## src/hdl/irr_fifo.sv

```systemverilog
`default_nettype none

module irr_fifo #(
   parameter int WIDTH = 8,
   parameter int DEPTH = 2
) (
   input  wire logic             clock,
   input  wire logic             reset,
   input  wire logic             push,
   input  wire logic [WIDTH-1:0] wr_data,
   output logic                  full,
   input  wire logic             pop,
   output logic      [WIDTH-1:0] rd_data,
   output logic                  empty
);

   localparam int PW = (DEPTH > 1) ? $clog2(DEPTH) : 1;
   localparam int CW = $clog2(DEPTH + 1);
   localparam logic [PW-1:0] LAST_PTR = PW'(DEPTH - 1);
   localparam logic [CW-1:0] FULL_COUNT = CW'(DEPTH);

   logic [WIDTH-1:0] mem_ff [DEPTH];
   logic [PW-1:0]    wr_ptr_ff, wr_ptr_in;
   logic [PW-1:0]    rd_ptr_ff, rd_ptr_in;
   logic [CW-1:0]    count_ff, count_in;
   logic             do_push, do_pop;

   assign full    = (count_ff == FULL_COUNT);
   assign empty   = (count_ff == '0);
   assign do_push = push && !full;
   assign do_pop  = pop && !empty;
   assign rd_data = mem_ff[rd_ptr_ff];

   always_comb begin
      wr_ptr_in = wr_ptr_ff;
      rd_ptr_in = rd_ptr_ff;
      count_in  = count_ff;
      if (do_push) begin
         wr_ptr_in = (wr_ptr_ff == LAST_PTR) ? '0 : wr_ptr_ff + 1'b1;
      end
      if (do_pop) begin
         rd_ptr_in = (rd_ptr_ff == LAST_PTR) ? '0 : rd_ptr_ff + 1'b1;
      end
      if (do_push && !do_pop) begin
         count_in = count_ff + 1'b1;
      end else if (do_pop && !do_push) begin
         count_in = count_ff - 1'b1;
      end
   end

   always_ff @(posedge clock) begin
      if (reset) begin
         wr_ptr_ff <= '0;
         rd_ptr_ff <= '0;
         count_ff  <= '0;
      end else begin
         wr_ptr_ff <= wr_ptr_in;
         rd_ptr_ff <= rd_ptr_in;
         count_ff  <= count_in;
      end
   end

   always_ff @(posedge clock) begin
      if (do_push) begin
         mem_ff[wr_ptr_ff] <= wr_data;
      end
   end

endmodule

`default_nettype wire

```

## config.mk

```make
export PLATFORM = sky130hd
export DESIGN_NAME = irr_fifo
export DESIGN_NICKNAME = d
export VERILOG_FILES = /design/src/hdl/irr_fifo.sv
export SDC_FILE = /design/constraint.sdc
export NUM_CORES = 1
export LEC_CHECK = 0
export BUFFER_PORTS_ARGS = -buffer_cell sky130_fd_sc_hd__buf_2
export CORE_ASPECT_RATIO = 0.7
export CORE_MARGIN = 10
export CORE_UTILIZATION = 34
export CTS_CLUSTER_SIZE = 20
export DETAILED_ROUTE_END_ITERATION = 8
export GPL_TIMING_DRIVEN = 0
export SYNTH_ARGS = -nofsm -noshare
export SYNTH_HDL_FRONTEND = slang
export SYNTH_SLANG_ARGS = --single-unit
```

## constraint.sdc

```tcl
create_clock -name clock -period 4.5 [get_ports clock]
set_input_delay 0.9 -clock clock [delete_from_list [all_inputs] [get_ports clock]]
set_output_delay 0.9 -clock clock [all_outputs]
set_load 0.02 [all_outputs]
```

==> results.yml <==
cts:
  clock_sinks: 21
  cts_inserted_buffers: 3
  clock_path_buffers: 2
  worstSkewPairLatency_ps: 300
  clkTransAtPathRegs_ps: 110
  htreeDepth: 1
  clockRootBuffer: "clkbuf_4"
  cts_resized: 0
  cts_tree: "built"
  cts_hold_buf: 0
  cts_setup_buffers: 0
job:
  cap_viol_max_count: 0
critical_path:
  r2r-end: "count_ff[1]"
  reg2regPathDepth: 4
  cp_data_arrival_time_ps: 1340
  required_ps: 3600
  cp-end-kind: "output pin"
  crit_fanout: 8
  path_class: "reg -> out"
  r2r-start: "count_ff[0]"
  reg2reg_slack_ps: 2930
  crit_path_start_kind: "flip-flop"
outcome:
  outcome: "complete, no violations"
power:
  power.leakage_nw: 0.3859
  ir_drop_uv: 249.5
  powerDensity_nw_per_um2: 560.2
timing:
  final.setup.worst_slack_ps: 2258
  fin_crit_ps: 2242
  slew_viol_final: 0
  skew_ps: 4.962
  whs_ps: 509.1
  max_freq_mhz: 446.0
  final_hold_viol_count: 0
  rsz0062_at_grt: "false"
  worst_pin_slew_ps: 388.6
  relSlewSlack_pct: 74.09
  fin_setup_tns_ps: 0
  min_period_over_period_pct: 49.82
  setup_violations: 0
detailed_routing:
  drtAntennaViolNets: 0
  drt-pass1-iter-count: 2
  drt_iter0_drc: 10
  viasPerCell: 4.336
  routed_wl_um: 1386
  wl_per_cell_um: 12.95
  vias: 464
  drc: 0
grt:
  grt.met1_usage_pct: 6.953
  grt_pass1_wl_um: 2145
  grt_most_used_layer: "met2"
  grt_pass1_vias: 462
  antenna_found_initial: 0
  grt.overflow.total: 0
  grt_start_max_net_pins: 13
  met2_usage_pct: 9.305
  grt_use_met3_pct: 3.982
  grt_use_total_pct: 5.979
synthesis:
  synthTopCellsByArea: "edfxtp_1 (61%), dfxtp_1 (13%), mux2_2 (11%), xor2_1 (3.3%), nor2_1 (2.4%)"
  ys.warnings.count: 0
  ys.flop_type: "edfxtp_1"
  seq_area_frac_synth_pct: 73.19
  synth_common_cells: "edfxtp_1 (16), mux2_2 (8), dfxtp_1 (5), nor2_1 (5)"
  yosys_register_bits: 21
  async_flop_share_pct: 0
  synth_nets: 63
  netlist_area_um2: 793.3
  synth-edff-count: 16
  synth_top_area_share_pct: 60.57
  synth.avg_cell_area_um2: 15.87
  synth_area_leader_cell: "edfxtp_1"
  synthCells: 50
  yosysMostFrequentCell: "edfxtp_1"
  ys_types: 13
placement:
  pre_cts_ws_ps: 2455
  hpwl_um: 1074
  place_congestion: 0.7284
  io_buffers: 21
cells_and_area:
  fin_util_pct: 44.11
  area_growth_pct: 21.77
  final_nets: 89
  n_antenna_cell: 0
  layout-drive-gt1-share_pct: 46.67
worst_hold_path:
  hold_class: "reg -> reg"
  min_from: "wr_ptr_ff"
  min_to: "wr_ptr_ff"
  min_path_cells: 2
floorplan:
  io-pin-count: 22
  core_um2: 2190
  die_h_um: 60.41
  initial_core_util_pct: 36.23
  die_width_um: 77.73
  num_rows: 14
  die-area_um2: 4696
## worst max path at each step
stage | start | end | slack (ps)
after global routing | flip-flop | rd_data[2] | 2160
after floorplan | pop | count_ff[1] | 2600
final | flip-flop | rd_data[0] | 2260
after detailed placement | pop | count_ff[1] | 2450
after CTS | flip-flop | rd_data[5] | 2230
after global placement | pop | count_ff[1] | 2460
## metal layers
layer | vias to the layer above | routed length, µm
li1 | 232 | -
met2 | 15 | 615
met4 | 0 | 0
met5 | - | 0
met1 | 217 | 672
met3 | 0 | 97
## power by group
| group | switching, W | total, W | internal (W) | leakage (nW) |
|---|---|---|---|---|
| clock | 0.0000542 | 0.0000873 | 0.0000331 | 0.0177 |
| combinational | 0.000112 | 0.000191 | 0.0000784 | 0.177 |
| sequential | 0.0000161 | 0.000263 | 0.000247 | 0.191 |
| total | 0.000182 | 0.000541 | 0.000359 | 0.386 |
## registers in the layout, indices dropped and copies added (netlist names), named ones only
name and cells:
count_ff 2, wr_ptr_ff 1, rd_ptr_ff 1, mem_ff 16
## layout by cell type, fill, tap and decap left out
cell type  instances
inv_1              2
ha_1               1
buf_2             22
a21oi_1            2
o21ai_0            3
clkbuf_4           3
clkinv_2           1
nor2_1             5
or3_1              2
dfxtp_1            5
mux2_2             8
xor2_1             3
and2_1             1
nor2b_2            1
edfxtp_1          16
## worst max-delay path, cell delays in order, from the launching register on
cell     delay [ps]
dfxtp_1         320
buf_2           210
mux2_2          350
buf_2           160
## cell type report
class | count | area [µm²]
fill | 222 | 1224
sequential | 21 | 580.6
multi-input combinational | 26 | 200.2
timing repair buffer | 21 | 105.1
tap | 32 | 40.04
clock buffer | 3 | 22.52
inverter | 2 | 7.507
clock inverter | 1 | 5.005
buffer | 1 | 5.005
## stage by stage
stage | std cells | area, µm² | power [W]
3_3_place_gp | 103 | 938.4 | 0.0004586
5_1_grt | 107 | 965.9 | 0.0005749
4_1_cts | 107 | 965.9 | 0.0005502
6_report | 107 | 965.9 | 0.0005411
2_1_floorplan | 50 | 793.3 | 0.0004041
3_5_place_dp | 103 | 938.4 | 0.0004626
## logic make-up (layout without fill, tap and decap cells)
logic type / after synthesis / in the layout / share of synthesized area [%]
DFF: 21 / 21 / 73.19
and+or+nand+nor: 9 / 9 / 5.837
muxes: 8 / 8 / 11.36
AOI/OAI and AO/OA: 5 / 5 / 3.154
xor gates and xnor gates: 3 / 3 / 3.313
buffers and inverters: 3 / 28 / 1.577
adders and majority gates: 1 / 1 / 1.577
(Power assumes the default switching activity.)
