$ cat src/hdl/irr_pkg.sv
`default_nettype none

package irr_pkg;

   localparam int MAX_VERTICES_DEFAULT = 1024;
   localparam int COUNT_BITS_DEFAULT   = 16;

   localparam int VERTEX_BITS       = 10;
   localparam int FUNC_BITS         = 2;
   localparam int POSITION_BITS     = 10;
   localparam int DEGREE_BITS       = 16;
   localparam int NUM_VERTICES_BITS = 11;
   localparam int NUM_VERTICES_MAX  = (2 ** NUM_VERTICES_BITS) - 1;

   localparam logic [NUM_VERTICES_BITS-1:0] NUM_VERTICES_RESET = 11'd1024;

   // Depth of the command queue and of the result queue.
   localparam int QUEUE_DEPTH = 2;

   localparam logic [FUNC_BITS-1:0] FUNC_EDGE  = 2'd0;
   localparam logic [FUNC_BITS-1:0] FUNC_QUERY = 2'd1;
   localparam logic [FUNC_BITS-1:0] FUNC_CLEAR = 2'd2;

   typedef enum logic [1:0] {
      OP_EDGE      = 2'd0,
      OP_QUERY     = 2'd1,
      OP_QUERY_OOR = 2'd2,
      OP_CLEAR     = 2'd3
   } op_type;

   typedef struct packed {
      logic [FUNC_BITS-1:0]   func;
      logic [VERTEX_BITS-1:0] vertex;
   } req_type;

   typedef struct packed {
      logic [POSITION_BITS-1:0] new_position;
      logic [DEGREE_BITS-1:0]   in_degree;
      logic                     out_of_range;
   } rsp_type;

   typedef struct packed {
      op_type                 op;
      logic [VERTEX_BITS-1:0] vertex;
   } cmd_type;

endpackage

`default_nettype wire

$ cat src/hdl/irr_front.sv
`default_nettype none

module irr_front #(
   parameter int MAX_VERTICES = irr_pkg::MAX_VERTICES_DEFAULT,
   localparam int NCAP = (MAX_VERTICES < irr_pkg::NUM_VERTICES_MAX) ?
                         MAX_VERTICES : irr_pkg::NUM_VERTICES_MAX,
   localparam int NW = $clog2(NCAP + 1)
) (
   input  wire logic                                     clock,
   input  wire logic                                     reset,
   input  wire logic                                     csr_valid,
   output logic                                          csr_ready,
   input  wire logic [irr_pkg::NUM_VERTICES_BITS-1:0]    csr_data,
   input  wire logic                                     req_push,
   output logic                                          req_full,
   input  wire irr_pkg::req_type                         req_data,
   input  wire logic                                     cmd_full,
   input  wire logic                                     init_busy,
   output logic                                          cmd_push,
   output irr_pkg::cmd_type                              cmd_data,
   output logic      [NW-1:0]                            active_count
);

   localparam int CMPW = (NW > irr_pkg::VERTEX_BITS) ? NW : irr_pkg::VERTEX_BITS;
   localparam logic [irr_pkg::NUM_VERTICES_BITS-1:0] NV_CAP =
      irr_pkg::NUM_VERTICES_BITS'(NCAP);

   logic [irr_pkg::NUM_VERTICES_BITS-1:0] num_vertices_ff, num_vertices_in;
   logic [irr_pkg::NUM_VERTICES_BITS-1:0] clamped;
   logic                                  accept;
   logic                                  in_range;
   logic                                  keep;

   assign csr_ready = 1'b1;

   always_comb begin
      num_vertices_in = num_vertices_ff;
      if (csr_valid) begin
         num_vertices_in = csr_data;
      end
   end

   always_ff @(posedge clock) begin
      if (reset) begin
         num_vertices_ff <= irr_pkg::NUM_VERTICES_RESET;
      end else begin
         num_vertices_ff <= num_vertices_in;
      end
   end

   assign clamped      = (num_vertices_ff > NV_CAP) ? NV_CAP : num_vertices_ff;
   assign active_count = NW'(clamped);

   assign req_full = cmd_full || init_busy;
   assign accept   = req_push && !req_full;
   assign in_range = CMPW'(req_data.vertex) < CMPW'(active_count);

   // Edges to ids out of range and the unused function code are dropped here.
   always_comb begin
      keep            = 1'b0;
      cmd_data.op     = irr_pkg::OP_CLEAR;
      cmd_data.vertex = req_data.vertex;
      unique case (req_data.func)
         irr_pkg::FUNC_EDGE: begin
            keep        = in_range;
            cmd_data.op = irr_pkg::OP_EDGE;
         end
         irr_pkg::FUNC_QUERY: begin
            keep        = 1'b1;
            cmd_data.op = in_range ? irr_pkg::OP_QUERY : irr_pkg::OP_QUERY_OOR;
         end
         irr_pkg::FUNC_CLEAR: begin
            keep        = 1'b1;
            cmd_data.op = irr_pkg::OP_CLEAR;
         end
         default: begin
            keep = 1'b0;
         end
      endcase
   end

   assign cmd_push = accept && keep;

endmodule

`default_nettype wire

$ cat config.mk
export PLATFORM = sky130hd
export DESIGN_NAME = irr_front
export DESIGN_NICKNAME = d
export VERILOG_FILES = /design/src/hdl/irr_pkg.sv /design/src/hdl/irr_front.sv
export SDC_FILE = /design/constraint.sdc
export NUM_CORES = 1
export LEC_CHECK = 0
export ABC_AREA = 1
export BUFFER_PORTS_ARGS = -buffer_cell sky130_fd_sc_hd__buf_4
export CAP_MARGIN = 5
export CORE_MARGIN = 5
export CORE_UTILIZATION = 46
export CTS_CLUSTER_DIAMETER = 100
export DETAILED_ROUTE_END_ITERATION = 6
export PLACE_DENSITY = 0.84
export SLEW_MARGIN = 30
export SYNTH_ARGS = -nofsm -noshare
export SYNTH_HDL_FRONTEND = slang
export SYNTH_SLANG_ARGS = --single-unit
$ cat constraint.sdc
create_clock -name clock -period 3.3 [get_ports clock]
set_input_delay 0.66 -clock clock [delete_from_list [all_inputs] [get_ports clock]]
set_output_delay 0.66 -clock clock [all_outputs]
set_load 0.02 [all_outputs]
==> metrics.cfg, run 1 <==
[outcome]
status = finished clean

[clocking]
htree_levels = 1
numClockSinks = 11
cts_tree = yes
cts-root-buf = clkbuf_4
post-cts-setup-buffers = 0
cts_buffer_depth = 2
cts.clk_slew.worst_paths_ns = 0.07
cts_buffers = 3
clk_latency_ns = 0.27
ctsHoldBuffers = 0
ctsResizeCount = 0

[worst_setup_path]
start_kind = flop
rrSetupSlack_ns = 2.62
arrival_ns = 2.32
cp_max_fo = 10
cp_top_family = compound AO/OA/AOI/OAI gates
path_class = flop to primary output
cp.required_ns = 2.64
reg2reg_from = num_vertices_ff[0]
crit_buf_inv = 1
worstReg2RegEnd = num_vertices_ff[0]
path_cells = nor2_2, nand3_2, o21bai_4, nand2_1, ha_1, a21oi_1, o21ai_0, a21oi_4, nand3_1, o21a_1, buf_4
critPathCaptureType = primary output
r2r_cells = 2
critical-path-max-stage-delay_ns = 0.34
cp_slowest_cell = dfxtp_1

[power_and_ir_drop]
seqPwrFrac_pct = 39.0
p_int_mw = 0.256
powerDensity_nw_per_um2 = 300
peakVddDrop_mv = 0.247
combPwrFrac_pct = 37.0
fin_total_pwr_mw = 0.384
p_clk_share_pct = 24.0
swShare_pct = 33.3
switching_power_mw = 0.128
cellLeakagePower_nw = 0.728

[detailed_routing]
vias = 955
via_per_inst = 4.70
drt_pre_antenna_iters = 5
routed_wl_um = 2210
ant_nets = 0
drc = 0
drtIter0Drc = 14
post_drt_wl_per_cell_um = 10.9

[logic_synthesis]
ys_async_sr_fraction_pct = 0
syn_inst = 132
ys_ff_latch = 11
yosys_warnings = 0
synth_edf_count = 0
synth_top_area_share_pct = 24.1
syn_area_um2 = 912
synthFlopType = dfxtp_1
syn_nets = 173
ys_seq_area_share_pct = 24.1
yosys.area.top_type = dfxtp_1
synthDistinctLibCells = 24
avgSynthCellArea_um2 = 6.91
yosys-top-cells-area = dfxtp_1, ha_1, nor2_1

[floorplan]
row_count = 16
dieArea_um2 = 2970
start_util_pct = 47.5
core_um2 = 1920
ioPinCount = 55
die_w_um = 54.5
die_h_um = 54.5

[placed_design]
port_buffers = 53
place_area_um2 = 1250
dp_hpwl_um = 1940
place_inst = 199
place_congestion = 0.821

[timing]
finalHoldViolCount = 0
timing.fmax_mhz = 336
drv_slew = 0
min_period_ns = 2.98
rsz0062_at_grt = no
fin_crit_sh_pct = 90.3
finClkSkew_ns = 0
setup_tns_ns = 0
holdWs_ns = 0.538
setup_violations = 0

[layout]
final_area_um2 = 1280
final-instance-count-excl-fill = 203
area_delta_synth_final_pct = 40.3
nets = 218
largest_reg_flops = 11
fillers = 181
final_cell_mix = buf_4, nor2_1, nand2_1
drive_gt1_share_pct = 37.5
regMostFlops = num_vertices_ff
layout_commonest_cell = buf_4
reg.largest.list = num_vertices_ff (11)
diodes = 0

[grt]
grt-ovfl-total = 0
grt_pass1_vias = 904
grt_pass1_wl_um = 3420
grt_usage_pct = 16.0
grt_start_max_net_pins = 14
antenna_found_initial = 0

[hold_path]
min_from = num_vertices_ff[7]
hold_depth = 2
min_path_type = flop to flop
hold_path_end = num_vertices_ff[7]

[run]
drv_cap = 0

worst register-to-register path, stage by stage (launching register included):
cell and delay [ns]:
dfxtp_1 0.34, o21ai_0 0.17, nor2_1 0.06
through the flow:
| step | worst slack [ns] | utilization [%] |
|---|---|---|
| 6_report | 0.320 | 66.6 |
| 3_3_place_gp | 0.655 | 65.2 |
| 4_1_cts | 0.292 | 66.6 |
| 5_1_grt | 0.0602 | 66.6 |
| 2_1_floorplan | 0.806 | - |
| 3_5_place_dp | 0.605 | 65.2 |
power groups by stage:
stage,sequential [mW],clock [mW],combinational [mW]
floorplan,0.151,0,0.0900
global placement,0.152,0,0.139
detailed placement,0.153,0,0.143
CTS,0.149,0.0969,0.144
global route,0.150,0.103,0.158
finish,0.150,0.0920,0.142
cell usage after synthesis (2+ instances only):
library cell and instances:
o21ai_0 14, nor2_1 24, nor2_2 2, buf_4 11, dfxtp_1 11, a21oi_1 5, inv_1 17, nand3_2 2
nand3_1 2, clkbuf_1 2, ha_1 12, nand2_1 18
per-layer routing:
| layer | GRT usage, % | share of wire [%] |
|---|---|---|
| met1 | 15.6 | 39 |
| met2 | 28.3 | 51 |
| met3 | 4.09 | 6.8 |
| met4 | 12.9 | 3.1 |
| met5 | 0 | 0 |
area by class of cell:
cell class	count	area (um^2)	area share, %
tap	27	33.8	2.64
inverter	19	71.3	5.57
timing repair buffer	53	398	31.1
sequential	11	220	17.2
multi-input combinational	89	531	41.4
clock buffer	4	26.3	2.05
worst max-delay path by stage:
stage | startpoint | to | slack, ns | depth (start not counted)
final | num_vertices_ff[5] | cmd_data[11] | 0.32 | 11
after global routing | num_vertices_ff[1] | cmd_data[11] | 0.06 | 11
after CTS | num_vertices_ff[1] | cmd_data[11] | 0.29 | 11
after detailed placement | num_vertices_ff[1] | cmd_data[11] | 0.61 | 11
after global placement | num_vertices_ff[3] | cmd_data[11] | 0.65 | 11
after floorplan | num_vertices_ff[5] | cmd_data[10] | 0.81 | 10
logic make-up (layout without fill, tap and decap cells):
family | count (synthesis) | after routing | synth area share, %
and+or+nand+nor | 53 | 53 | 25.2
buffers and inverters | 32 | 76 | 17.7
AOI/OAI and AO/OA | 23 | 23 | 16.1
adders and majority gates | 12 | 12 | 16.5
DFF | 11 | 11 | 24.1
other | 1 | 1 | 0.411
Note: power is estimated with default switching activity, not from simulation.
==> inputs of run 2 (changes only) <==
- ABC_CLOCK_PERIOD_IN_PS: default -> 3250
- CORE_UTILIZATION: 46 -> 42
- PLACE_DENSITY: 0.84 -> 0.78
- clock period: 3.3 -> 3.25 ns (I/O delays scaled with it)
==> metrics.cfg, run 2 (synthesis gave the netlist of run 1 again) <==
[grt]
grt-ovfl-total = 0
use_met3_pct = 3.44
antenna_found_initial = 0
grtUsageMet1_pct = 15.9
grt_pass1_vias = 942
top_usage_layer = met2
grt_pass1_wl_um = 3930
gr-usage-met2_pct = 27.6
grt_usage_pct = 14.9
grt_start_max_net_pins = 14

[timing]
fin_crit_sh_pct = 93.1
timing.fmax_mhz = 331
finalHoldViolCount = 0
setup_violations = 0
rsz0062_at_grt = no
drv_slew = 0
holdWs_ns = 0.533
min_period_ns = 3.03
setup_tns_ns = 0
finClkSkew_ns = 0
setup_ws_ns = 0.224

[layout]
area_delta_synth_final_pct = 40.3
nets = 218
final_cell_mix = buf_4, nor2_1, nand2_1
regMostFlops = num_vertices_ff
diodes = 0
drive_gt1_share_pct = 37.5
final-instance-count-excl-fill = 203
layout_commonest_cell = buf_4
reg.largest.list = num_vertices_ff (11)
largest_reg_flops = 11

[floorplan]
row_count = 16
start_util_pct = 45.1
core_um2 = 2020
die_w_um = 56.6
die_h_um = 56.6
dieArea_um2 = 3200
ioPinCount = 55

[detailed_routing]
via_per_inst = 4.60
ant_nets = 0
routed_wl_um = 2290
drc = 0
drt_pre_antenna_iters = 4
drtIter0Drc = 23
vias = 933
post_drt_wl_per_cell_um = 11.3

[clocking]
ctsHoldBuffers = 0
post-cts-setup-buffers = 0
clk_latency_ns = 0.26
cts_buffers = 3
cts_buffer_depth = 2
ctsResizeCount = 0
cts.clk_slew.worst_paths_ns = 0.06
cts_tree = yes
htree_levels = 1
numClockSinks = 11
cts-root-buf = clkbuf_4

[placed_design]
place_inst = 199
dp_hpwl_um = 1990
port_buffers = 53
dp_slack_ns = 0.485
place_congestion = 0.778

[power_and_ir_drop]
cellLeakagePower_nw = 0.728
fin_total_pwr_mw = 0.385
powerDensity_nw_per_um2 = 301
peakVddDrop_mv = 0.277

[outcome]
status = finished clean

[worst_setup_path]
cp_slowest_cell = dfxtp_1
cp_top_family = compound AO/OA/AOI/OAI gates
critical-path-max-stage-delay_ns = 0.33
path_class = flop to primary output
crit_buf_inv = 1
cp.required_ns = 2.60
cpMostUsedCell = nand2_1
arrival_ns = 2.38
start_kind = flop
path_cells = nor2_1, nand3_2, o21bai_4, nand2_1, ha_1, nand2_1, o21ai_0, a21oi_4, nand3_1, o21a_1, buf_4
cp_max_fo = 10
rrSetupSlack_ns = 2.57
critPathCaptureType = primary output

[hold_path]
min_path_type = flop to flop

[run]
drv_cap = 0

[run 2: stage by stage]
stage               cell area, um^2  utilization (%)
CTS                            1280             63.3
finish                         1280             63.3
detailed placement             1250             62.0
floorplan                       912                -
global placement               1250             62.0
global route                   1280             63.3
[run 2: path summary, 6_finish.rpt]
path | startpoint | endpoint | cells past startpoint
worst max register to register | num_vertices_ff[1] | num_vertices_ff[1] | 2
worst min register to register | num_vertices_ff[10] | num_vertices_ff[10] | 2
worst max-delay path | num_vertices_ff[1] | cmd_data[11] | 11
worst min-delay path | num_vertices_ff[10] | num_vertices_ff[10] | 2
[run 2: routing by layer]
metal | wire (um) | vias to the layer above
met5 | 0 | -
met2 | 1230 | 32
met4 | 19 | 0
li1 | - | 495
met3 | 156 | 4
met1 | 884 | 402
[run 2: worst reg2reg max path, cell delays in order (launching register included)]
cell	delay, ns
dfxtp_1	0.33
o21ai_0	0.19
nor2_1	0.05
[run 2: final cells by class]
type,instances,area [um^2]
flip-flops and latches,11,220
fillers,192,742
multi-input cells,89,531
repair buffers,53,398
inverters,19,71.3
clock buffers,4,26.3
well taps,27,33.8
[run 2: power breakdown]
| part | total [mW] | switching [mW] | internal, mW |
|---|---|---|---|
| clock | 0.0882 | 0.0408 | 0.0474 |
| combinational | 0.145 | 0.0771 | 0.0679 |
| sequential | 0.152 | 0.00779 | 0.144 |
| total | 0.385 | 0.126 | 0.260 |
