File: src/hdl/irr_pkg.sv
`default_nettype none

package irr_pkg;

   localparam int MAX_VERTICES_DEFAULT = 1024;
   localparam int COUNT_BITS_DEFAULT   = 16;

   localparam int VERTEX_BITS       = 10;
   localparam int FUNC_BITS         = 2;
   localparam int POSITION_BITS     = 10;
   localparam int DEGREE_BITS       = 16;
   localparam int NUM_VERTICES_BITS = 11;
   localparam int NUM_VERTICES_MAX  = (2 ** NUM_VERTICES_BITS) - 1;

   localparam logic [NUM_VERTICES_BITS-1:0] NUM_VERTICES_RESET = 11'd1024;

   // Depth of the command queue and of the result queue.
   localparam int QUEUE_DEPTH = 2;

   localparam logic [FUNC_BITS-1:0] FUNC_EDGE  = 2'd0;
   localparam logic [FUNC_BITS-1:0] FUNC_QUERY = 2'd1;
   localparam logic [FUNC_BITS-1:0] FUNC_CLEAR = 2'd2;

   typedef enum logic [1:0] {
      OP_EDGE      = 2'd0,
      OP_QUERY     = 2'd1,
      OP_QUERY_OOR = 2'd2,
      OP_CLEAR     = 2'd3
   } op_type;

   typedef struct packed {
      logic [FUNC_BITS-1:0]   func;
      logic [VERTEX_BITS-1:0] vertex;
   } req_type;

   typedef struct packed {
      logic [POSITION_BITS-1:0] new_position;
      logic [DEGREE_BITS-1:0]   in_degree;
      logic                     out_of_range;
   } rsp_type;

   typedef struct packed {
      op_type                 op;
      logic [VERTEX_BITS-1:0] vertex;
   } cmd_type;

endpackage

`default_nettype wire

File: src/hdl/irr_back.sv
`default_nettype none

module irr_back #(
   parameter int MAX_VERTICES = irr_pkg::MAX_VERTICES_DEFAULT,
   parameter int COUNT_BITS   = irr_pkg::COUNT_BITS_DEFAULT,
   localparam int NCAP = (MAX_VERTICES < irr_pkg::NUM_VERTICES_MAX) ?
                         MAX_VERTICES : irr_pkg::NUM_VERTICES_MAX,
   localparam int NW = $clog2(NCAP + 1),
   localparam int AW = $clog2(MAX_VERTICES)
) (
   input  wire logic                  clock,
   input  wire logic                  reset,
   input  wire logic [NW-1:0]         active_count,
   input  wire logic                  cmd_empty,
   input  wire irr_pkg::cmd_type      cmd_data,
   output logic                       cmd_pop,
   input  wire logic                  rsp_full,
   output logic                       rsp_push,
   output irr_pkg::rsp_type           rsp_data,
   output logic                       init_busy,
   output logic                       ram_wr_en,
   output logic      [AW-1:0]         ram_wr_addr,
   output logic      [COUNT_BITS-1:0] ram_wr_data,
   output logic                       ram_rd_en,
   output logic      [AW-1:0]         ram_rd_addr,
   input  wire logic [COUNT_BITS-1:0] ram_rd_data
);

   localparam int CMPW = (NW > irr_pkg::VERTEX_BITS) ? NW : irr_pkg::VERTEX_BITS;
   localparam logic [AW-1:0]         LAST_ADDR = AW'(MAX_VERTICES - 1);
   localparam logic [COUNT_BITS-1:0] COUNT_MAX = '1;

   typedef enum logic [5:0] {
      ST_INIT  = 6'b000001,
      ST_IDLE  = 6'b000010,
      ST_CLEAR = 6'b000100,
      ST_EDGE  = 6'b001000,
      ST_QREF  = 6'b010000,
      ST_SCAN  = 6'b100000
   } state_type;

   state_type             state_ff, state_in;
   irr_pkg::cmd_type      cmd_ff, cmd_in;
   logic [AW-1:0]         sweep_ff, sweep_in;
   logic [COUNT_BITS-1:0] ref_ff, ref_in;
   logic [NW-1:0]         rank_ff, rank_in;
   logic [NW-1:0]         scan_ff, scan_in;
   logic [NW-1:0]         cmp_idx_ff, cmp_idx_in;
   logic                  cmp_valid_ff, cmp_valid_in;
   logic                  hit;
   logic [NW-1:0]         rank_next;
   logic [NW-1:0]         last_idx;

   assign init_busy = (state_ff == ST_INIT);
   assign last_idx  = active_count - 1'b1;

   // A stored pair ranks above the queried one on a larger count, or on an
   // equal count with a larger id.
   assign hit = cmp_valid_ff &&
                ((ram_rd_data > ref_ff) ||
                 ((ram_rd_data == ref_ff) &&
                  (CMPW'(cmp_idx_ff) > CMPW'(cmd_ff.vertex))));
   assign rank_next = rank_ff + NW'(hit);

   always_comb begin
      state_in     = state_ff;
      cmd_in       = cmd_ff;
      sweep_in     = sweep_ff;
      ref_in       = ref_ff;
      rank_in      = rank_ff;
      scan_in      = scan_ff;
      cmp_idx_in   = cmp_idx_ff;
      cmp_valid_in = 1'b0;
      cmd_pop      = 1'b0;
      rsp_push     = 1'b0;
      rsp_data     = '0;
      ram_wr_en    = 1'b0;
      ram_wr_addr  = sweep_ff;
      ram_wr_data  = '0;
      ram_rd_en    = 1'b0;
      ram_rd_addr  = AW'(cmd_data.vertex);

      unique case (state_ff)
         ST_INIT, ST_CLEAR: begin
            ram_wr_en = 1'b1;
            sweep_in  = sweep_ff + 1'b1;
            if (sweep_ff == LAST_ADDR) begin
               sweep_in = '0;
               state_in = ST_IDLE;
            end
         end
         ST_IDLE: begin
            // Waiting for room in the result queue keeps it free for the
            // result of whatever is taken now.
            if (!cmd_empty && !rsp_full) begin
               cmd_pop = 1'b1;
               cmd_in  = cmd_data;
               unique case (cmd_data.op)
                  irr_pkg::OP_EDGE: begin
                     ram_rd_en = 1'b1;
                     state_in  = ST_EDGE;
                  end
                  irr_pkg::OP_QUERY: begin
                     ram_rd_en = 1'b1;
                     state_in  = ST_QREF;
                  end
                  irr_pkg::OP_QUERY_OOR: begin
                     rsp_push              = 1'b1;
                     rsp_data.out_of_range = 1'b1;
                  end
                  irr_pkg::OP_CLEAR: begin
                     sweep_in = '0;
                     state_in = ST_CLEAR;
                  end
                  default: begin
                     state_in = ST_IDLE;
                  end
               endcase
            end
         end
         ST_EDGE: begin
            ram_wr_addr = AW'(cmd_ff.vertex);
            ram_wr_data = ram_rd_data + 1'b1;
            ram_wr_en   = (ram_rd_data != COUNT_MAX);
            state_in    = ST_IDLE;
         end
         ST_QREF: begin
            ref_in       = ram_rd_data;
            ram_rd_en    = 1'b1;
            ram_rd_addr  = '0;
            scan_in      = NW'(1);
            cmp_idx_in   = '0;
            cmp_valid_in = 1'b1;
            rank_in      = '0;
            state_in     = ST_SCAN;
         end
         ST_SCAN: begin
            rank_in = rank_next;
            if (scan_ff < active_count) begin
               ram_rd_en    = 1'b1;
               ram_rd_addr  = AW'(scan_ff);
               cmp_idx_in   = scan_ff;
               cmp_valid_in = 1'b1;
               scan_in      = scan_ff + 1'b1;
            end
            if (cmp_valid_ff && (cmp_idx_ff == last_idx)) begin
               rsp_push              = 1'b1;
               rsp_data.new_position = irr_pkg::POSITION_BITS'(rank_next);
               rsp_data.in_degree    = irr_pkg::DEGREE_BITS'(ref_ff);
               rsp_data.out_of_range = 1'b0;
               state_in              = ST_IDLE;
            end
         end
         default: begin
            state_in = ST_IDLE;
         end
      endcase
   end

   always_ff @(posedge clock) begin
      if (reset) begin
         state_ff     <= ST_INIT;
         sweep_ff     <= '0;
         cmp_valid_ff <= 1'b0;
      end else begin
         state_ff     <= state_in;
         sweep_ff     <= sweep_in;
         cmp_valid_ff <= cmp_valid_in;
      end
   end

   always_ff @(posedge clock) begin
      cmd_ff     <= cmd_in;
      ref_ff     <= ref_in;
      rank_ff    <= rank_in;
      scan_ff    <= scan_in;
      cmp_idx_ff <= cmp_idx_in;
   end

endmodule

`default_nettype wire

File: config.mk
export PLATFORM = sky130hd
export DESIGN_NAME = irr_back
export DESIGN_NICKNAME = d
export VERILOG_FILES = /design/src/hdl/irr_pkg.sv /design/src/hdl/irr_back.sv
export SDC_FILE = /design/constraint.sdc
export NUM_CORES = 1
export LEC_CHECK = 0
export ABC_AREA = 0
export BUFFER_PORTS_ARGS = -buffer_cell sky130_fd_sc_hd__buf_2
export CAP_MARGIN = 10
export CORE_ASPECT_RATIO = 1.2
export CORE_MARGIN = 4
export CORE_UTILIZATION = 45
export DETAILED_ROUTE_END_ITERATION = 8
export HOLD_SLACK_MARGIN = 0.15
export PLACE_DENSITY_LB_ADDON = 0.2
export SYNTH_ARGS = -nofsm -noshare
export SYNTH_HDL_FRONTEND = slang
export SYNTH_SLANG_ARGS = --single-unit
File: constraint.sdc
create_clock -name clock -period 8 [get_ports clock]
set_input_delay 0.4 -clock clock [delete_from_list [all_inputs] [get_ports clock]]
set_output_delay 0.4 -clock clock [all_outputs]
set_load 0.01 [all_outputs]
==> impl_metrics.ini, run 1 <==
[critical_path]
worst-path-max-fanout = 5
critical_path_class = flop to output port
required_ns = 7.60
cp-start-kind = flop
path_delay_family = compound AO/OA/AOI/OAI gates
slowest_delay_ns = 0.46
critPathBufInv = 1
cp_data_arrival_time_ns = 3.33
path_common_cell = ha_1
critical-path-slowest-cell = edfxtp_1
endpoint_kind = output port
worstPathCellList = ha_1 -> a21oi_1 -> nor2_1 -> a2111oi_0 -> o31a_1 -> o21ai_0 -> and3_1 -> ha_1 -> ha_1 -> nand3_1 -> nor2_1 -> nand3_1 -> xor2_1 -> nor3_2 -> buf_2

[clocking]
cts_tree = built
cts_setup_buffers = 0
clock_sinks = 75
ctsHoldBuffers = 0
cts_max_level = 3
clockRootBuffer = clkbuf_16
ctsResizeCount = 0
cts_buffer_depth = 2
cts_buffers = 9
clkTransAtPathRegs_ns = 0.05
insertion_delay_ns = 0.33

[timing]
slew_viol_final = 0
maxSlewHeadroom_pct = 26.0
tightest_slew_ns = 1.10
holdWs_ns = 0.264
period_minus_slack_ns = 3.73
max_freq_ghz = 0.268
skew_ns = 0.00874
period_share_pct = 46.7
tns_ns = 0
setup_violations = 0
hold_viol = 0
rsz0062_at_grt = false

[floorplanning]
start_util_pct = 46.0
rows = 44
core_um2 = 12100
ios = 111
die_w_um = 109
die_h_um = 130
die-area_um2 = 14200

[run_status]
outcome = finished clean

[route]
wirelength_um = 14400
post_drt_wl_per_cell_um = 16.3
drc_errors = 0
ant_nets = 0
avgViaCountPerCell = 5.55
vias = 4886
first_pass_iters = 4
drtIter0Drc = 179

[place]
placed_area_um2 = 6230
dp_hpwl_um = 11100
place_inst = 863
routabilityCongestion = 0.941
io_buffers = 110

[yosys]
synth.most_common_cell = nor2_1
synth_cell_type_count = 60
yosys-top-cells-count = nor2_1, edfxtp_1, inv_1, nand2_1, ha_1
synthArstFlopShare_pct = 0
ys_dominant_reg_cell = edfxtp_1
synth.area.top_cells = edfxtp_1, ha_1, dfxtp_1
syn_inst = 612
syn_area_um2 = 5540
yosysTopAreaCellShare_pct = 31.4
synth_area_leader_cell = edfxtp_1
ys_seq_area_share_pct = 37.6
syn-num-nets = 697
synth_edf_count = 58
syn_area_per_cell_um2 = 9.05
yosys_warnings = 0
ys_ff_latch = 75

[power]
cellPowerDensity_nw_per_um2 = 146
ir_drop_uv = 93.4
leakagePower_nw = 2.76

[layout]
finalInstanceArea_um2 = 6520
layout.nets = 800
layoutNonFillerInstCount = 881
drive_gt1_share_pct = 22.5
nFillCells = 1103
n_antenna_cell = 0
area.growth.synth_to_final_pct = 17.6
fin_util_pct = 54.1

[global_routing]
grt_overflow = 0
track_usage_pct = 20.3
grt_pass1_wl_um = 22400
grt_pass1_vias = 4591
antenna_found_initial = 0
grt_max_degree = 45

[min_path]
hold_path.class = input port to flop

[job]
cap_violations = 0
==> power breakdown <==
part,switching (mW),internal [mW]
logic,0.0937,0.0660
clock network,0.146,0.207
registers,0.0115,0.428
==> registers in the layout, summed over array words and instances, names as in the netlist <==
signal        flops
cmd_ff           10
sweep_ff         10
rank_ff          10
ref_ff           16
scan_ff          11
cmp_valid_ff      1
cmp_idx_ff       11
state_ff          6
==> per-stage QoR <==
stage               setup WS [ns]  power [mW]
floorplan                    4.13       0.546
global placement             4.52       0.598
detailed placement           4.37       0.604
CTS                          4.24       0.958
global route                 3.98       0.997
finish                       4.27       0.952
==> kinds of logic after synthesis <==
logic type	after synthesis	share of synthesized area (%)
mux	4	0.790
simple gates	278	27.3
fa+ha+maj	42	9.48
flops	75	37.6
xor+xnor	49	7.74
compound gates	90	11.7
buf+inv	74	5.44
==> final cells by class <==
| cell class | count | area [um^2] | share of cell area [%] |
|---|---|---|---|
| multi-input cells | 463 | 3170 | 48.6 |
| flip-flops and latches | 75 | 2080 | 31.9 |
| repair buffers | 120 | 639 | 9.81 |
| clock buffers | 12 | 236 | 3.63 |
| well taps | 161 | 201 | 3.09 |
| inverters | 46 | 173 | 2.65 |
| clock inverters | 4 | 18.8 | 0.288 |
==> per-layer routing <==
| metal | vias to the layer above | routed length, um | track usage [%] |
|---|---|---|---|
| met2 | 173 | 6740 | 33.0 |
| met4 | 0 | 849 | 13.1 |
| li1 | 2419 | - | - |
| met3 | 44 | 842 | 3.49 |
| met5 | - | 0 | 0 |
| met1 | 2250 | 5920 | 24.8 |
==> worst paths after layout <==
kind | depth (start not counted) | endpoint | slack [ns] | startpoint
max reg2reg | 14 | rank_ff[8]$_SDFFCE_PN0N_ | 4.90 | cmp_idx_ff[6]$_SDFFCE_PN0P_
min reg2reg | 1 | sweep_ff[8]$_SDFFE_PP0P_ | 0.52 | sweep_ff[8]$_SDFFE_PP0P_
max | 15 | rsp_data[25] | 4.27 | cmp_idx_ff[6]$_SDFFCE_PN0P_
min | 1 | cmd_ff[5]$_DFFE_PP_ | 0.26 | cmd_data[5]
==> worst register-to-register path, cell delays in order, from the launching register on <==
cell	delay (ns)
edfxtp_1	0.46
ha_1	0.33
a21oi_1	0.13
nor2_1	0.05
a2111oi_0	0.39
o31a_1	0.21
o21ai_0	0.08
and3_1	0.17
ha_1	0.21
ha_1	0.22
nand3_1	0.13
nor2_1	0.09
nand3_1	0.10
xor2_1	0.21
nor2_1	0.06
==> layout by cell type, fill, tap and decap left out, types with 5 or more instances in the layout <==
cell type,n
clkbuf_16,9
and4_1,5
xor2_1,28
o21ai_0,19
buf_4,8
buf_2,110
nor2_1,68
a21oi_1,11
nor3_2,20
nor3_1,21
nand4_1,9
nand3_1,39
xnor2_1,21
a21o_1,8
inv_1,46
and2_1,14
a311oi_1,11
nand2_1,46
a211o_1,10
and3_1,22
ha_1,42
dfxtp_1,17
edfxtp_1,58
Note: power is estimated with default switching activity, not from simulation.
==> run 2, diff against run 1 <==
clock period = 3.2 ns   (was 8 ns; I/O delays follow)
==> impl_metrics.ini, run 2 (same netlist as run 1, synthesis figures left out) <==
[global_routing]
grt_pass1_wl_um = 25300
antenna_found_initial = 0
grt_max_degree = 44
grt_overflow = 0
grt_pass1_vias = 5219
track_usage_pct = 22.8

[route]
ant_nets = 0
drc_errors = 0
drtIter0Drc = 191
vias = 5177
avgViaCountPerCell = 5.56
post_drt_wl_per_cell_um = 17.2
wirelength_um = 16000
first_pass_iters = 5

[critical_path]
cp-start-kind = flop
worstReg2RegEnd = rank_ff[8]$_SDFFCE_PN0N_
worst_r2r_startpoint = cmp_idx_ff[8]$_SDFFCE_PN0P_
cp_data_arrival_time_ns = 3.08
required_ns = 3.04
worst-path-max-fanout = 3
endpoint_kind = output port
rrSetupSlack_ns = 0.01
critical_path_class = flop to output port
ff2ff_path_depth = 16

[layout]
drive_gt1_share_pct = 29.2
register_area_um2 = 2080
layout_commonest_cell = buf_2
nFillCells = 1029
largestRegisters = ref_ff: 16 flops, cmp_idx_ff: 11 flops, scan_ff: 11 flops
multi_input_area_um2 = 3460
final_cell_mix = buf_2, nor2_1, edfxtp_1
layout.nets = 850
finalInstanceArea_um2 = 7330
largest_reg_flops = 16
area.growth.synth_to_final_pct = 32.2
regMostFlops = ref_ff
n_antenna_cell = 0

[place]
io_buffers = 110
dp_hpwl_um = 11600
routabilityCongestion = 0.872
placed_area_um2 = 6280
place_ws_ns = 0.00919

[clocking]
cts_buffers = 9
clkTransAtPathRegs_ns = 0.06
cts_max_level = 3
clock_sinks = 75
cts_tree = built
clockRootBuffer = clkbuf_16
insertion_delay_ns = 0.34
cts_buffer_depth = 2

[timing]
max_freq_ghz = 0.309
skew_ns = 0.00889
maxSlewHeadroom_pct = 29.5
period_share_pct = 101
hold_viol = 0
slew_viol_final = 0
fin_ws_ns = -0.0401
rsz0062_at_grt = true
setup_violations = 1
period_minus_slack_ns = 3.24
tightest_slew_ns = 1.04

[floorplanning]
start_util_pct = 46.0
core_um2 = 12100
die-area_um2 = 14200
die_w_um = 109
ios = 111
rows = 44
die_h_um = 130

[run_status]
outcome = finished with violations
violations = negative setup slack

[min_path]
hold_path.class = input port to flop
whs_path_depth = 2
min-delay-start = ram_rd_data[0]
holdPathEnd = ref_ff[0]$_DFFE_PP_

[power]
leakagePower_nw = 3.04
cellPowerDensity_nw_per_um2 = 359
ir_drop_uv = 247

[job]
cap_violations = 0
## run 2: changes by cell type in the layout (fill, tap and decap cells not counted), sizes merged
| cell | change |
|---|---|
| dlymetal6s4s | +4 |
| bufinv | +2 |
| dlygate4sd3 | +25 |
| clkinv | -1 |
| clkbuf | -2 |
| buf | +22 |
## run 2: layer usage
layer  track usage, %  part of all wire, %  vias up
met1             26.7                   41     2448
met2             39.8                   50      175
met3             3.84                  5.1       41
li1                 -                    -     2513
met4             11.4                  4.0        0
met5                0                    0        -
## run 2: power by group
group	total (mW)	switching [mW]	internal (mW)
logic	0.463	0.255	0.208
registers	1.10	0.0337	1.07
clock network	1.07	0.385	0.680
## run 2: layout make-up
class / count / share of cell area (%)
timing repair buffer: 170 / 15.0
clock buffer: 11 / 3.18
tap: 161 / 2.75
inverter: 46 / 2.36
sequential: 75 / 28.4
clock inverter: 5 / 1.06
multi-input combinational: 463 / 47.3
## run 2: through the flow
stage          util, %  TNS (ns)  total power, mW  hold slack (ns)  cells
6_report          60.8   -0.0401             2.63            0.257    931
5_1_grt           60.8    -0.619             2.74            0.250    931
4_1_cts           58.8         0             2.63            0.261    925
3_5_place_dp      52.1         0             1.53            0.355    869
3_3_place_gp      52.1         0             1.52            0.356    869
2_1_floorplan        -         0             1.36            0.237    612
## run 2: worst max-delay path by stage
stage	slack [ns]	to	depth (start not counted)	from
floorplan	0.32	cmp_idx_ff[0]$_SDFFCE_PN0P_	7	scan_ff[6]$_SDFFCE_PN0P_
global placement	0.14	rsp_data[25]	15	ref_ff[9]$_DFFE_PP_
detailed placement	0.009	rsp_data[25]	15	cmp_idx_ff[6]$_SDFFCE_PN0P_
CTS	0.002	rsp_data[25]	15	ref_ff[10]$_DFFE_PP_
global route	-0.18	rsp_data[25]	13	cmp_idx_ff[8]$_SDFFCE_PN0P_
finish	-0.04	rsp_data[25]	13	cmp_idx_ff[8]$_SDFFCE_PN0P_
## run 2: timing repair
action,in CTS,in global routing
hold endpoints to repair,33,0
setup buffers,11,9
pin swaps,15,8
hold buffers,29,0
setup endpoints to repair,8,9
gates resized for setup,28,32
## run 2: worst max-delay path, stage by stage (launching register included)
cell      delay (ns)
edfxtp_1        0.41
ha_1            0.36
nand4_1         0.17
o31a_1          0.34
o21ai_1         0.13
and3_4          0.21
ha_4            0.15
ha_4            0.15
nand3_4         0.10
nor2_4          0.15
nand3_2         0.11
xor2_2          0.20
nor3_2          0.11
buf_2           0.15
==> run 3, diff against run 2 <==
ABC_AREA = 1   (was 0)
==> impl_metrics.ini, run 3 <==
[run_status]
outcome = finished with violations
violations = negative setup slack

[timing]
period_minus_slack_ns = 3.29
maxSlewHeadroom_pct = 47.8
fin_ws_ns = -0.0935
setup_violations = 4
skew_ns = 0.00544
holdWs_ns = 0.479
rsz0062_at_grt = true
tightest_slew_ns = 0.779
period_share_pct = 103
hold_viol = 0
max_freq_ghz = 0.304
slew_viol_final = 0

[clocking]
cts_buffer_depth = 2
clock_sinks = 75
cts_max_level = 3
cts_buffers = 9
clkTransAtPathRegs_ns = 0.06
insertion_delay_ns = 0.33
cts_tree = built
clockRootBuffer = clkbuf_16

[yosys]
syn-num-nets = 798
yosys_warnings = 0
synth_area_leader_cell = edfxtp_1
syn_area_per_cell_um2 = 7.51
syn_area_um2 = 5360
synth_cell_type_count = 46
synth.area.top_cells = edfxtp_1, ha_1, inv_1
ys_dominant_reg_cell = edfxtp_1
ys_ff_latch = 75
yosys-top-cells-count = inv_1, nand2_1, nor2_1
syn_inst = 713
yosysTopAreaCellShare_pct = 32.5
ys_seq_area_share_pct = 38.9
synth.most_common_cell = inv_1
synthArstFlopShare_pct = 0
synth_edf_count = 58

[critical_path]
endpoint_kind = output port
critical_path_class = flop to output port
cp-start-kind = flop
path_common_cell = ha_4
worstPathCellList = inv_2 -> ha_4 -> nand2_1 -> nor2_4 -> nand2_4 -> nor4_4 -> nand3b_1 -> and3_4 -> ha_4 -> ha_4 -> nand3_4 -> nor2_4 -> nand4_1 -> inv_2 -> nor2_2 -> nor4_2 -> buf_2
critical-path-slowest-cell = edfxtp_1
cp_data_arrival_time_ns = 3.13
worst-path-max-fanout = 2
slowest_delay_ns = 0.35
required_ns = 3.04

[floorplanning]
core_um2 = 11600
rows = 43
die-area_um2 = 13700
ios = 111
start_util_pct = 46.1
die_w_um = 108
die_h_um = 128

[layout]
n_antenna_cell = 0
largest_reg_flops = 16
final_cell_mix = nand2_1, inv_1, buf_2
layout.nets = 959
drive_gt1_share_pct = 24.7
area.growth.synth_to_final_pct = 33.1
largestRegisters = ref_ff: 16 flops, cmp_idx_ff: 11 flops, scan_ff: 11 flops
regMostFlops = ref_ff

[place]
place_ws_ns = -0.0124
io_buffers = 110
dp_hpwl_um = 11300
routabilityCongestion = 0.885

[global_routing]
grt_overflow = 0
track_usage_pct = 22.2
grt_max_degree = 28
grt_pass1_wl_um = 24500
antenna_found_initial = 0
grt_pass1_vias = 5281

[power]
cellPowerDensity_nw_per_um2 = 390
finalPower_mw = 2.78
leakagePower_nw = 3.40
ir_drop_uv = 233

[route]
post_drt_wl_per_cell_um = 14.9
ant_nets = 0
wirelength_um = 15400
drtIter0Drc = 272
first_pass_iters = 5
vias = 5411
drc_errors = 0
avgViaCountPerCell = 5.22

[job]
cap_violations = 0

[min_path]
hold_path.class = input port to flop
-- run 3: kinds of logic (layout without fill, tap and decap cells) --
| kind of cell | count (synthesis) | in the layout | share of synthesized area [%] |
|---|---|---|---|
| buffers and inverters | 144 | 310 | 10.6 |
| adders and majority gates | 42 | 42 | 9.81 |
| DFF | 75 | 75 | 38.9 |
| xor gates and xnor gates | 11 | 11 | 1.94 |
| and+or+nand+nor | 324 | 324 | 27.0 |
| AOI/OAI and AO/OA | 117 | 117 | 11.9 |
-- run 3: metrics by stage --
step	TNS (ns)	util, %	std cells	instance area [um^2]
after floorplan	0	-	713	5360
after global placement	0	52.5	976	6100
after detailed placement	-0.0124	52.5	976	6100
after CTS	-0.422	59.2	1030	6880
after global routing	-1.17	61.4	1036	7130
final	-0.288	61.4	1036	7130
-- run 3: repair_timing --
action / CTS / global route
pin swaps: 16 / 16
gates resized for setup: 27 / 41
endpoints found under the hold margin: 32 / 0
setup endpoints to repair: 5 / 8
hold buffers: 29 / 0
buffers inserted: 10 / 7
-- run 3: final timing paths --
check | from | endpoint | slack (ns) | depth (start not counted)
worst max-delay path | ref_ff[9]$_DFFE_PP_ | rsp_data[25] | -0.09 | 17
worst min-delay path | cmd_empty | cmd_ff[0]$_DFFE_PP_ | 0.48 | 5
worst max register to register | ref_ff[9]$_DFFE_PP_ | rank_ff[5]$_SDFFCE_PN0N_ | 0.30 | 19
worst min register to register | state_ff[0]$_SDFFE_PP1P_ | state_ff[0]$_SDFFE_PP1P_ | 0.48 | 2
-- run 3: worst max-delay path: cells and delay by family, from the launching register on --
kind | cells | cell delay [ns]
flip-flops | 1 | 0.35
adder cells (fa/ha/maj) | 3 | 0.58
AND/OR/NAND/NOR | 11 | 1.56
buffers and inverters | 3 | 0.33
-- run 3: per-layer routing --
metal  track usage [%]  share of wire (%)
met4              7.95                2.0
met2              39.4                 51
met5                 0                  0
met1              27.3                 43
met3              3.18                4.8
-- run 3: where the power goes --
part | total [mW] | internal (mW) | switching, mW | leakage (nW)
combinational | 0.660 | 0.238 | 0.423 | 2.61
clock | 0.993 | 0.603 | 0.390 | 0.138
sequential | 1.13 | 1.09 | 0.0366 | 0.653
-- run 3: area by class of cell --
type	count	area [um^2]
clock inverters	3	40.0
fillers	1045	4490
well taps	157	196
flip-flops and latches	75	2080
multi-input cells	494	3050
repair buffers	162	1020
clock buffers	13	240
inverters	132	495
